### config.mk
export PLATFORM = sky130hd
export DESIGN_NAME = keyed_rate_throttle_table_top
export DESIGN_NICKNAME = d
export VERILOG_FILES = /design/src/rtl/krtt_pkg.sv /design/src/rtl/krtt_table.sv /design/src/rtl/keyed_rate_throttle_table_top.sv
export SDC_FILE = /design/constraint.sdc
export NUM_CORES = 1
export LEC_CHECK = 0
export ABC_AREA = 1
export BUFFER_PORTS_ARGS = -buffer_cell sky130_fd_sc_hd__buf_2
export CAP_MARGIN = 40
export CORE_ASPECT_RATIO = 0.6
export CORE_MARGIN = 2
export CORE_UTILIZATION = 24
export CTS_CLUSTER_SIZE = 20
export DETAILED_ROUTE_END_ITERATION = 12
export GPL_ROUTABILITY_DRIVEN = 0
export SLEW_MARGIN = 25
export SYNTH_ARGS = -nofsm -noshare
export SYNTH_HDL_FRONTEND = slang
export SYNTH_SLANG_ARGS = --single-unit
export TNS_END_PERCENT = 30
### constraint.sdc
create_clock -name clk_i -period 7.97 [get_ports clk_i]
set_input_delay 0.797 -clock clk_i [delete_from_list [all_inputs] [get_ports clk_i]]
set_output_delay 0.797 -clock clk_i [all_outputs]
set_load 0.1 [all_outputs]
### src/rtl/krtt_pkg.sv
package krtt_pkg;

  // Defaults for the top-level parameters.
  localparam int unsigned SlotsDefault   = 4;
  localparam int unsigned KeyBitsDefault = 64;

  // Fixed field widths.
  localparam int unsigned StreamKeyBits = 64;
  localparam int unsigned TimeBits      = 63;
  localparam int unsigned PeriodBits    = 16;

  localparam logic [PeriodBits-1:0] PeriodReset = 16'd15;

  // Decision for one request, handed from the table to the result register.
  typedef struct packed {
    logic allow;
    logic untracked;
  } verdict_t;

endpackage

### src/rtl/krtt_table.sv
module krtt_table #(
  parameter int unsigned SLOTS    = krtt_pkg::SlotsDefault,
  parameter int unsigned KEY_BITS = krtt_pkg::KeyBitsDefault
) (
  input  logic                              clk_i,
  input  logic                              rst_ni,
  input  logic                              req_valid_i,
  input  logic [KEY_BITS-1:0]               req_key_i,
  input  logic [krtt_pkg::TimeBits-1:0]     req_time_i,
  input  logic [krtt_pkg::PeriodBits-1:0]   min_period_i,
  output krtt_pkg::verdict_t                verdict_o
);

  localparam int unsigned TB = krtt_pkg::TimeBits;
  localparam int unsigned PB = krtt_pkg::PeriodBits;

  logic [SLOTS-1:0]    slot_valid_q;
  logic [KEY_BITS-1:0] slot_key_q  [SLOTS];
  logic [TB-1:0]       slot_time_q [SLOTS];

  logic [SLOTS-1:0] hit_vec;
  logic [SLOTS-1:0] empty_vec;
  logic [SLOTS-1:0] hit_first;
  logic [SLOTS-1:0] empty_first;
  logic             any_hit;
  logic             any_empty;
  logic             key_zero;
  logic [TB-1:0]    hit_time;
  logic [TB:0]      diff;
  logic             pass;
  logic [SLOTS-1:0] wr_time;
  logic [SLOTS-1:0] wr_key;

  always_comb begin
    for (int i = 0; i < SLOTS; i++) begin
      hit_vec[i]   = slot_valid_q[i] && (slot_key_q[i] == req_key_i);
      empty_vec[i] = !slot_valid_q[i];
    end
  end

  // Isolate the lowest set bit: the lowest-numbered slot wins.
  assign hit_first   = hit_vec & (~hit_vec + SLOTS'(1));
  assign empty_first = empty_vec & (~empty_vec + SLOTS'(1));
  assign any_hit     = |hit_vec;
  assign any_empty   = |empty_vec;
  assign key_zero    = (req_key_i == '0);

  always_comb begin
    hit_time = '0;
    for (int i = 0; i < SLOTS; i++) begin
      hit_time = hit_time | (slot_time_q[i] & {TB{hit_first[i]}});
    end
  end

  // Top bit of the extended difference is set when time went backwards.
  assign diff = {1'b0, req_time_i} - {1'b0, hit_time};
  assign pass = !diff[TB] && (diff[TB-1:0] >= {{(TB-PB){1'b0}}, min_period_i});

  always_comb begin
    verdict_o.allow     = 1'b1;
    verdict_o.untracked = 1'b0;
    if (key_zero) begin
      verdict_o.untracked = 1'b1;
    end else if (any_hit) begin
      verdict_o.allow = pass;
    end else if (!any_empty) begin
      verdict_o.untracked = 1'b1;
    end
  end

  always_comb begin
    for (int i = 0; i < SLOTS; i++) begin
      wr_key[i]  = req_valid_i && !key_zero && !any_hit && empty_first[i];
      wr_time[i] = wr_key[i] || (req_valid_i && !key_zero && hit_first[i] && pass);
    end
  end

  always_ff @(posedge clk_i or negedge rst_ni) begin
    if (!rst_ni) begin
      slot_valid_q <= '0;
    end else begin
      slot_valid_q <= slot_valid_q | wr_key;
    end
  end

  always_ff @(posedge clk_i) begin
    for (int i = 0; i < SLOTS; i++) begin
      if (wr_key[i]) begin
        slot_key_q[i] <= req_key_i;
      end
      if (wr_time[i]) begin
        slot_time_q[i] <= req_time_i;
      end
    end
  end

endmodule

### src/rtl/keyed_rate_throttle_table_top.sv
// Per-stream rate limiter: each request (stream key, millisecond timestamp) is
// taken on start while busy is low, and busy never rises, so a request can be
// issued every cycle. Each request gives exactly one result, shown on allow_o
// and untracked_o with done_o high for one cycle from the rising edge after the
// request register took it; the receiver cannot stall it. The request passes
// through the request register and then the result register, with the slot
// match, the time subtract and the period compare between them. The table
// state is written at the same edge as the result register, so back-to-back
// requests of one key see each other. Key zero is always allowed untracked; a
// full table lets unknown keys through untracked. The minimum period register
// may be written at any time the block holds no request in flight.
module keyed_rate_throttle_table_top #(
  parameter int unsigned SLOTS    = krtt_pkg::SlotsDefault,
  parameter int unsigned KEY_BITS = krtt_pkg::KeyBitsDefault
) (
  input  logic                                 clk_i,
  input  logic                                 rst_ni,
  input  logic                                 start,
  output logic                                 busy,
  input  logic [krtt_pkg::StreamKeyBits-1:0]   stream_key_i,
  input  logic [krtt_pkg::TimeBits-1:0]        time_ms_i,
  output logic                                 done_o,
  output logic                                 allow_o,
  output logic                                 untracked_o,
  input  logic                                 cfg_valid_i,
  output logic                                 cfg_ready_o,
  input  logic [krtt_pkg::PeriodBits-1:0]      cfg_data_i
);

  logic                              req_valid_q;
  logic [KEY_BITS-1:0]               req_key_q;
  logic [krtt_pkg::TimeBits-1:0]     req_time_q;
  logic [krtt_pkg::PeriodBits-1:0]   period_q;
  logic                              done_q;
  krtt_pkg::verdict_t                verdict;
  krtt_pkg::verdict_t                verdict_q;

  assign busy        = 1'b0;
  assign cfg_ready_o = 1'b1;

  always_ff @(posedge clk_i or negedge rst_ni) begin
    if (!rst_ni) begin
      req_valid_q <= 1'b0;
      done_q      <= 1'b0;
      period_q    <= krtt_pkg::PeriodReset;
    end else begin
      req_valid_q <= start && !busy;
      done_q      <= req_valid_q;
      if (cfg_valid_i && cfg_ready_o) begin
        period_q <= cfg_data_i;
      end
    end
  end

  always_ff @(posedge clk_i) begin
    if (start && !busy) begin
      req_key_q  <= stream_key_i[KEY_BITS-1:0];
      req_time_q <= time_ms_i;
    end
    if (req_valid_q) begin
      verdict_q <= verdict;
    end
  end

  krtt_table #(
    .SLOTS    (SLOTS),
    .KEY_BITS (KEY_BITS)
  ) u_table (
    .clk_i        (clk_i),
    .rst_ni       (rst_ni),
    .req_valid_i  (req_valid_q),
    .req_key_i    (req_key_q),
    .req_time_i   (req_time_q),
    .min_period_i (period_q),
    .verdict_o    (verdict)
  );

  assign done_o      = done_q;
  assign allow_o     = verdict_q.allow;
  assign untracked_o = verdict_q.untracked;

  // Every accepted transaction produces its result on done_o.
  a_result_follows: assert property (@(posedge clk_i) disable iff (!rst_ni)
    (start && !busy) |-> ##2 done_o)
    else $error("accepted request produced no result");

  // No result without an earlier accepted transaction.
  a_no_spurious: assert property (@(posedge clk_i) disable iff (!rst_ni)
    done_o |-> $past(start && !busy, 2))
    else $error("result without a request");

  // Untracked requests are always allowed.
  a_untracked_allowed: assert property (@(posedge clk_i) disable iff (!rst_ni)
    (done_o && untracked_o) |-> allow_o)
    else $error("untracked request was throttled");

endmodule

* After elaboration in Yosys (flattened, before gate mapping)
Memories as Yosys holds them, arrays and structs flattened. Cells that the tools add are included.
Word-level totals: register bits 151, RAM bits 508, input bits 147, word-level logic and storage cells 107, memories 2
Cells by class: $add $sub $neg 3, order comparisons 1, equal/unequal tests 4, muxes and demuxes 36, bitwise gates (word level) 13, reductions and logical operators 40
Memory list:
- u_table.slot_key_q | words 4, width 64, rd ports 4, clocked after memory_dff 0, write ports 1, RTL line krtt_table.sv:18 | logic [KEY_BITS-1:0] slot_key_q [SLOTS];
- u_table.slot_time_q | words 4, width 63, rd ports 4, clocked after memory_dff 0, write ports 1, RTL line krtt_table.sv:19 | logic [TB-1:0] slot_time_q [SLOTS];
Operators with widths (count):
- equality test 64 bit | 4
- AND 63 bit | 4
- two-way mux 64 bit | 3
- OR reduction 64 bit | 3
- two-way mux 63 bit | 3
- bitwise OR 63 bit | 3
- OR reduction 63 bit | 3
- zero test 64 bit | 1
- subtractor 63 x 63 -> 64 bit | 1
- >= comparator 63 x 16 -> 1 bit | 1
- two-way mux 1 bit | 24
- logical AND 1 bit | 19
- two-way mux 2 bit | 6
- adder 4 x 1 -> 4 bit (second input constant) | 2
- AND 4 bit | 2
- inverter 4 bit | 2
- OR reduction 4 bit | 2
- zero test 1 bit | 7
- logical OR 1 bit | 4
- bitwise OR 4 bit | 1
- OR reduction 2 bit | 1
- inverter 1 bit | 1

* Logic depth before layout (Yosys ltp)
Gate-level depths: netlist of the first run. An unclocked memory read counts as a cell.
word-level depth 21, gate-level depth with buffers 38, mapped depth without buffers 37

* By module
Synthesis of the first run repeated with hierarchy kept, for this count alone.
Unflattened totals: cells, all modules 3183, area total of the unflattened synthesis 32311.0 um^2
Modules (own cells, without submodules):
- krtt_table | instances 1, cells each 2980, area an instance 27715.3 um^2, sequential area each 15354.7 um^2
- keyed_rate_throttle_table_top | instances 1, cells each 203, area an instance 4595.7 um^2, sequential area each 4329.2 um^2

* Worst setup path before layout of the first run
OpenSTA, ideal clock, no wires.
path kind register to register, start point register req_key_q[23], end point memory u_table.slot_time_q[1][0] (netlist bit) (enable), library setup time 422 ps, arrival 5569 ps, required time 7548 ps, path slack 1978 ps, stages on the path, launching flop included 33, path buffers 3, path through edfxtp_1 buf_2 xor2_1 nor4_1 nand2_1 nor4_2 nand3_2 inv_2 buf_4 buf_6 nand2_1 nand4_1 ha_1 inv_1 fa_1 nand3_1 nand3_2 nand3_1 nand3_1 xor2_1 ha_1 nand4_1 nor2_1 nand3_1 nor2_1 nand2_1 nor2_1 nand2_1 nand3_1 nor2_1 nand2_2 nand3_1 nand2_1
Between the ends: word-level cells in the longest chain between the ends 20, elaborated cells between the ends (all ways) 61, those cells by class add/sub: 2; order compare: 1; eq/ne: 4; mux: 14; bitwise: 9; reduce/logical: 31
RTL lines:
- start: declaration | RTL line keyed_rate_throttle_table_top.sv:31 | logic [KEY_BITS-1:0] req_key_q;
- start signal: assignment | RTL line keyed_rate_throttle_table_top.sv:57 | req_key_q <= stream_key_i[KEY_BITS-1:0];
- equality test 64 bit | RTL line krtt_table.sv:36 | hit_vec[i] = slot_valid_q[i] && (slot_key_q[i] == req_key_i);
- logical AND 1 bit | RTL line krtt_table.sv:36
- inverter 4 bit | RTL line krtt_table.sv:42 | assign hit_first = hit_vec & (~hit_vec + SLOTS'(1));
- adder 4 x 1 -> 4 bit | RTL line krtt_table.sv:42
- AND 4 bit | RTL line krtt_table.sv:42
- AND 63 bit | RTL line krtt_table.sv:51 | hit_time = hit_time | (slot_time_q[i] & {TB{hit_first[i]}});
- bitwise OR 63 bit (3 in a row) | RTL line krtt_table.sv:51
- subtractor 63 x 63 -> 64 bit | RTL line krtt_table.sv:56 | assign diff = {1'b0, req_time_i} - {1'b0, hit_time};
- >= comparator 63 x 16 -> 1 bit / zero test 1 bit (equally long branches) | RTL line krtt_table.sv:57 | assign pass = !diff[TB] && (diff[TB-1:0] >= {{(TB-PB){1'b0}}, min_period_i});
- logical AND 1 bit | RTL line krtt_table.sv:57
- logical AND 1 bit | RTL line krtt_table.sv:74 | wr_time[i] = wr_key[i] || (req_valid_i && !key_zero && hit_first[i] && pass);
- logical OR 1 bit (*) | RTL line krtt_table.sv:74
- named net u_table.wr_time[1] | RTL line krtt_table.sv:31 | logic [SLOTS-1:0] wr_time;
- two-way mux 1 bit (*) | RTL line krtt_table.sv:91 | if (wr_time[i]) begin
- two-way mux 1 bit (implied by the code) (*) | RTL line krtt_table.sv:92 | slot_time_q[i] <= req_time_i;
- OR reduction 63 bit (no source line)
- two-way mux 2 bit (no source line) / two-way mux 1 bit (equally long branches) (3 in a row)
- end: declaration | RTL line krtt_table.sv:19
The timed path passes the listed nets; every way through them passes the cells marked *.

* Final worst setup path of the first run
start point register req_key_q[27], end point memory u_table.slot_time_q[2][36] (netlist bit) (enable)
Between the ends: elaborated cells between the ends (all ways) 61, those cells by class add/sub: 2; order compare: 1; eq/ne: 4; mux: 14; bitwise: 9; reduce/logical: 31
RTL lines (RTL line):
- equality test 64 bit | krtt_table.sv:36
- logical AND 1 bit | krtt_table.sv:36
- inverter 4 bit | krtt_table.sv:42
- adder 4 x 1 -> 4 bit | krtt_table.sv:42
- AND 4 bit | krtt_table.sv:42
- AND 63 bit | krtt_table.sv:51
- bitwise OR 63 bit (3 in a row) | krtt_table.sv:51
- subtractor 63 x 63 -> 64 bit | krtt_table.sv:56
- >= comparator 63 x 16 -> 1 bit / zero test 1 bit (equally long branches) | krtt_table.sv:57
- logical AND 1 bit | krtt_table.sv:57
- logical AND 1 bit | krtt_table.sv:74
- logical OR 1 bit (*) | krtt_table.sv:74
- named net u_table.wr_time[2] | krtt_table.sv:31
- two-way mux 1 bit (*) | krtt_table.sv:91
- two-way mux 1 bit (implied by the code) (*) | krtt_table.sv:92
- OR reduction 63 bit (no source line)
- two-way mux 2 bit (no source line) / two-way mux 1 bit (equally long branches) (2 in a row)
Marks and branches as above.

==> results by group, run 1 <==
Floorplan
  • I/O Pins: roughly 150
  • Die height: 284 um
  • Die X: 471 um
  • Die footprint: between 0.1 and 0.15 sq mm
  • Std-Cell Rows: 102
  • Starting density of the core: 24.3%
  • Core area: 0.129 sq mm

Critical path
  • Worst path slowest cell: nor4_1
  • Max stage delay on crit path: 0.94 ns
  • Flop2flop setup slack: 0.14 ns
  • Worst-path fanout max: 37
  • CP Launch Type: flop
  • Arrival @ worst endpoint: 8.16 ns
  • Worst r2r path cells: 31
  • Most used cell, CP: nand2_1
  • Critical Path RT: 8.30 ns
  • Endpoint type of the worst setup path: flop
  • Type of the worst setup path: flop to flop
  • RR Startpoint: req_key_q[27]
  • RR Endpoint: u_table.slot_time_q[2][36]

Place
  • DP Cell Count: 4930
  • Port bufs: 149
  • Post-DP HPWL: 79900 um
  • Place WS: 0.738 ns

Global routing
  • Initial antenna violation count: 18
  • First-pass GRT wire length: 149000 um
  • Vias in the first global route: 21.6k
  • GR Overflow Total: 0
  • All-layer global routing usage: 15.1%
  • Largest net degree at the start of global routing: 64

Drt
  • Wire per inst: 20.6 um
  • Total Wirelength: 104000 um
  • First DRT Iteration DRCs: 3677
  • Via density: 4.70
  • DRC: 0
  • Drt first pass iters: 8
  • Post-detailed-route count of antenna-violating nets: 0
  • Vias: about 24k

STA
  • Worst slew pin tran: 1.07 ns
  • Slew headroom: 27.7%
  • Fmax achieved: roughly 0.13 GHz
  • Clock Skew: 0.0268 ns
  • Fin. max-slew vios: 0
  • Final Cycle Share: a little over nine tenths
  • Final WS setup: 0.143 ns
  • Min Tclk post-route: 7.83 ns
  • Unrepaired setup endpoints after global routing: no
  • Setup TNS: 0 ns
  • Final Hold Viols: 0
  • Final Setup Violations: 0

Pwr
  • Final Power: 8.44 mW
  • Gate power share: 11.4%
  • Clock share of power: a little under two fifths
  • Flop pwr share: 50.2%
  • Static Leak: between 10 and 15 nW
  • VDD IR max: 0.127 mV
  • Sw Ratio: 26.5%
  • Sw power: ~2.2 mW
  • PD cells: roughly 230 mW/mm^2
  • Power Internal: 6.20 mW

Clock network
  • CTS sink cnt: 659
  • Resized Gates After CTS: 0
  • CTS max path bufs: 3
  • CTS Buf Count: 71
  • Root Driver: clkbuf_16
  • Skew-Pair Late Insertion Delay: 0.62 ns
  • Post-CTS setup buffer count: 0
  • Clock transition at path regs: roughly 0.060 ns
  • Post-CTS Hold Buffers: 0
  • H-tree levels: 3
  • CTS tree: built

Synthesis
  • Top cell type's share of synthesized area: about three fifths
  • Count of flip-flops with a built-in enable after synthesis: 637
  • Cell area after synthesis: 0.0314 sq mm
  • Syn. warnings: 0
  • Synth Instances: 3056
  • Synth unique cells: 52
  • Leading area contributor after synthesis: edfxtp_1
  • Synth area leaders: edfxtp_1, nand2_1, inv_1, ha_1, nand3_1
  • Synth Area per Inst: approximately 10 sq um
  • Async set-or-reset flop fraction in the synthesized netlist: 3.34%
  • FF+latch count, synth: 659
  • Syn_nets: approximately 3.3k
  • Ys flop type: edfxtp_1
  • Seq/Total Area, Yosys: around 63%

Finish
  • Synthesis-to-finish area growth: 17.4%
  • Fillers: 13.4k
  • Final Non-Filler Cells: 5058
  • Final nets: 3515
  • Share of cells above drive strength 1: about 11%

Job
  • Maximum Capacitance Violations: 0

Hold path
  • Worst min path class: primary input to asynchronous set/reset pin

Status
  • Status: completed
==> how the worst max path moves through the flow <==
stage                             start                         end  slack [ns]  cells after the start
after floorplan           req_key_q[23]   u_table.slot_time_q[1][0]        1.98                     32
after global placement    req_key_q[22]  u_table.slot_time_q[2][33]        0.68                     35
after detailed placement  req_key_q[25]  u_table.slot_time_q[2][33]        0.74                     35
after CTS                 req_key_q[25]  u_table.slot_time_q[2][36]        0.70                     35
after global routing      req_key_q[25]  u_table.slot_time_q[2][35]        0.03                     35
final                     req_key_q[27]  u_table.slot_time_q[2][36]        0.14                     31
==> metal layers <==
layer / track usage (%) / part of all wire [%] / wire, um / vias up
li1: - / - / - / 10804
met1: 22.9 / 46 / 48000 / 11302
met2: 18.0 / 35 / 36800 / 1459
met3: 7.90 / 16 / 17000 / 166
met4: 3.22 / 2.0 / 2100 / 26
met5: 0.178 / 0.17 / 172 / -
==> sequential cells by signal (all words and copies together) (netlist names), 4 cells and up <==
| register | cells |
|---|---|
| period_q | 16 |
| req_key_q | 64 |
| req_time_q | 63 |
| u_table.slot_key_q | 256 |
| u_table.slot_time_q | 252 |
| u_table.slot_valid_q | 4 |
==> cell usage in the layout, fill, tap and decap left out, types with 12 or more instances in the layout <==
master     synthesis  final
ha_1              79     79
a21oi_1          123    123
inv_2             17     21
clkinv_1           0     12
nor3_1            15     15
nand4_1           45     45
edfxtp_1         637    637
xnor2_1           24     24
inv_1            402    398
nor4_1            47     47
clkbuf_16          0     73
nand2_1          948    944
o2111ai_1         14     14
nand3_1          143    143
nor2_1           179    179
nor2_2            13     13
buf_4             14     43
dfrtp_1           18     18
clkinv_2           0     12
o21ai_0           78     78
xor2_1            81     81
buf_2             13    148
o22ai_1           40     40
==> synth_stat cells, drive strengths merged (2+ instances only) <==
master and number:
o22ai 40, dfrtp 18, nand4 46, nand2 954
buf 40, nor4 51, dfstp 4, a22o 4
ha 79, a211oi 11, nor2 194, o2111ai 14
a221oi 11, o21ai 87, xnor2 24, edfxtp 637
or2 4, inv 419, nand3 150, nor3b 4
and2 6, nand3b 7, conb 2, clkbuf 6
o211ai 4, nor3 15, a21oi 128, a21o 2
o21bai 8, xor2 81
==> logic make-up (layout without fill, tap and decap cells) <==
kind of cell | Yosys count | after routing | share of synthesized area [%]
buffers and inverters | 465 | 748 | 6.10
muxes | 1 | 1 | 0.0358
xor gates and xnor gates | 105 | 105 | 2.93
DFF | 659 | 659 | 62.6
AOI/OAI and AO/OA | 312 | 312 | 5.77
other | 2 | 5 | 0.0239
and+or+nand+nor | 1432 | 1432 | 19.3
adders and majority gates | 80 | 80 | 3.21
==> power groups by stage <==
| stage | logic [mW] | clock network [mW] | registers (mW) |
|---|---|---|---|
| 2_1_floorplan | 0.533 | 0 | 4.21 |
| 3_5_place_dp | 0.922 | 0 | 4.29 |
| 3_3_place_gp | 0.906 | 0 | 4.29 |
| 6_report | 0.962 | 3.24 | 4.23 |
| 4_1_cts | 0.926 | 3.31 | 4.22 |
| 5_1_grt | 1.04 | 3.43 | 4.25 |
==> worst max-delay path, delay by kind of cell (launching register included) <==
kind                       cells  cell delay (ns)
and+or+nand+nor               25             5.31
buffers and inverters          3             0.95
DFF                            1             0.55
adders and majority gates      1             0.45
AOI/OAI and AO/OA              2             0.18
==> area by class of cell <==
| type | count | area (sq um) | share of cell area (%) |
|---|---|---|---|
| inverter | 419 | 1570 | 4.27 |
| clock buffer | 84 | 1870 | 5.07 |
| sequential | 659 | 19700 | 53.4 |
| antenna | 3 | 7.51 | 0.0204 |
| tap | 1716 | 2150 | 5.82 |
| timing repair buffer | 205 | 1370 | 3.70 |
| clock inverter | 40 | 370 | 1.00 |
| multi-input combinational | 1932 | 9860 | 26.7 |
==> stage by stage <==
step	hold slack (ns)	util (%)	area (sq um)
3_3_place_gp	0.447	26.6	34500
3_5_place_dp	0.459	26.7	34600
5_1_grt	0.240	28.5	36900
6_report	0.211	28.5	36900
2_1_floorplan	0.410	-	31400
4_1_cts	0.212	28.5	36800
No activity file was read; power rests on OpenSTA's default activity.
==> run 2: changes to the inputs <==
--- a/config.mk
+++ b/config.mk
@@ -14,6 +14,7 @@
 export CTS_CLUSTER_SIZE = 20
 export DETAILED_ROUTE_END_ITERATION = 12
 export GPL_ROUTABILITY_DRIVEN = 0
+export PLACE_DENSITY_LB_ADDON = 0.05
 export SLEW_MARGIN = 25
 export SYNTH_ARGS = -nofsm -noshare
 export SYNTH_HDL_FRONTEND = slang
==> constraint.sdc (replaced) <==
create_clock -name clk_i -period 9.85 [get_ports clk_i]
set_input_delay 0.985 -clock clk_i [delete_from_list [all_inputs] [get_ports clk_i]]
set_output_delay 0.985 -clock clk_i [all_outputs]
set_load 0.1 [all_outputs]
==> results by group, run 2 (synthesized netlist as in run 1, its figures left out) <==
Critical path
  • Worst-path fanout max: 37
  • RR Startpoint: req_key_q[22]
  • Arrival @ worst endpoint: 8.98 ns
  • Worst path slowest cell: nor3b_1
  • Most used cell, CP: nand2_1
  • Type of the worst setup path: flop to flop
  • Critical Path RT: 10.22 ns
  • Flop2flop setup slack: 1.24 ns
  • Worst r2r path cells: 32
  • Largest delay contributor family on the critical path: simple AND/OR/NAND/NOR gates
  • CP Buf/Inv Count: 3
  • RR Endpoint: u_table.slot_time_q[1][0]
  • Max stage delay on crit path: 0.74 ns
  • Endpoint type of the worst setup path: flop
  • CP Launch Type: flop

Floorplan
  • Die height: 284 um
  • Core area: 0.129 sq mm
  • Die X: around 470 um
  • Starting density of the core: 24.3%
  • Die footprint: roughly 0.13 sq mm
  • I/O Pins: 152
  • Std-Cell Rows: around 100

STA
  • Unrepaired setup endpoints after global routing: no
  • Clock Skew: 0.0263 ns
  • Min Tclk post-route: 8.61 ns
  • Final Hold Viols: 0
  • Fin. max-slew vios: 0
  • Fmax achieved: 0.116 GHz
  • Worst slew pin tran: between 0.9 and 1 ns
  • Setup TNS: 0 ns
  • Final Setup Violations: 0
  • Final Cycle Share: 87.4%
  • Slew headroom: 34.5%

Clock network
  • Post-CTS Hold Buffers: 0
  • Resized Gates After CTS: 0
  • H-tree levels: 3
  • Post-CTS setup buffer count: 0
  • Root Driver: clkbuf_16
  • CTS sink cnt: 659
  • CTS max path bufs: 3
  • CTS tree: built
  • CTS Buf Count: between 70 and 80
  • Clock transition at path regs: 0.06 ns
  • Skew-Pair Late Insertion Delay: slightly below 0.7 ns

Place
  • Port bufs: roughly 150
  • Post-DP HPWL: around 99000 um

Drt
  • Total Wirelength: between 100000 and 150000 um
  • First DRT Iteration DRCs: 2526
  • Vias: 23.4k
  • Post-detailed-route count of antenna-violating nets: 0
  • Wire per inst: 25.4 um
  • Via density: 4.63
  • Drt first pass iters: 6
  • DRC: 0

Pwr
  • Gate power share: 11.9%
  • Clock share of power: 38.9%
  • Sw power: between 1.5 and 2 mW
  • Flop pwr share: 49.3%
  • PD cells: 190 mW/mm^2
  • Power Internal: 5.00 mW
  • Static Leak: between 10 and 15 nW
  • VDD IR max: 0.137 mV
  • Sw Ratio: 28.2%

Global routing
  • All-layer global routing usage: 18.9%
  • GR Overflow Total: 0
  • Initial antenna violation count: 15
  • Largest net degree at the start of global routing: 48
  • Vias in the first global route: 22.4k
  • First-pass GRT wire length: 179000 um

Finish
  • Final nets: 3507
  • Largest Register: u_table.slot_key_q
  • Highest-count cells in the layout ignoring fill and taps: nand2_1, edfxtp_1, inv_1, nor2_1, buf_2
  • Max reg flops: between 200 and 300
  • Most common cell after layout, fill and taps aside: nand2_1
  • Final Util: 28.4%
  • Share of cells above drive strength 1: 11.0%
  • Largest regs: u_table.slot_key_q (256), u_table.slot_time_q (252), req_key_q (64)
  • Synthesis-to-finish area growth: 16.9%

Status
  • Status: completed

Hold path
  • Worst min path class: primary input to asynchronous set/reset pin

Job
  • Maximum Capacitance Violations: 0
[run 2: changes by cell type in the layout (fill, tap and decap cells not counted), sizes merged]
cell and delta:
clkbuf +9, buf -13, clkinv +3, inv -5
bufinv -3, diode +2, clkinvlp +3, clkdlybuf4s15 +1
[run 2: worst max path at each step]
stage / from / endpoint / slack, ns / cells past startpoint
final: req_key_q[22] / u_table.slot_time_q[1][0] / 1.24 / 32
after global routing: req_key_q[22] / u_table.slot_time_q[1][0] / 0.94 / 30
after CTS: req_key_q[5] / u_table.slot_time_q[3][1] / 1.48 / 33
after detailed placement: req_key_q[5] / u_table.slot_time_q[3][0] / 1.51 / 33
after global placement: req_key_q[16] / u_table.slot_time_q[3][55] / 1.22 / 28
after floorplan: req_key_q[23] / u_table.slot_time_q[1][0] / 3.86 / 32
[run 2: final cells by class]
cell class	instances	area [sq um]
diodes	5	12.5
flip-flops and latches	659	19700
fillers	13595	92700
inverters	419	1570
repair buffers	195	1190
multi-input cells	1932	9860
well taps	1716	2150
clock inverters	38	273
clock buffers	91	1980
[run 2: through the flow]
step,hold WS [ns],cell area (sq um),total power [mW],cells,worst slack [ns]
4_1_cts,0.346,36700,7.04,5044,1.48
6_report,0.353,36700,6.97,5055,1.24
2_1_floorplan,0.410,31400,3.84,3056,3.86
3_3_place_gp,0.504,34300,4.30,4908,1.22
5_1_grt,0.375,36700,7.24,5051,0.942
3_5_place_dp,0.504,34400,4.30,4915,1.51
[run 2: power by group through the flow]
stage | clock (mW) | sequential, mW | combinational [mW]
floorplan | 0 | 3.41 | 0.431
global placement | 0 | 3.50 | 0.801
detailed placement | 0 | 3.49 | 0.803
CTS | 2.80 | 3.44 | 0.806
global route | 2.90 | 3.45 | 0.898
finish | 2.71 | 3.43 | 0.826
[run 2: routing by layer]
metal	part of all wire, %	global-route usage (%)	vias to the layer above
met5	0.025	0	-
met4	1.4	3.27	6
met3	10	6.25	125
met2	32	20.9	970
met1	56	32.9	11497
li1	-	-	10804
[run 2: worst reg2reg max path, delay by kind of cell, from the launching register on]
family / cells / cell delay (ns)
flip-flops: 1 / 0.68
buffers and inverters: 3 / 1.04
AND/OR/NAND/NOR: 26 / 5.81
adder cells (fa/ha/maj): 1 / 0.54
AO/OA/AOI/OAI: 2 / 0.18
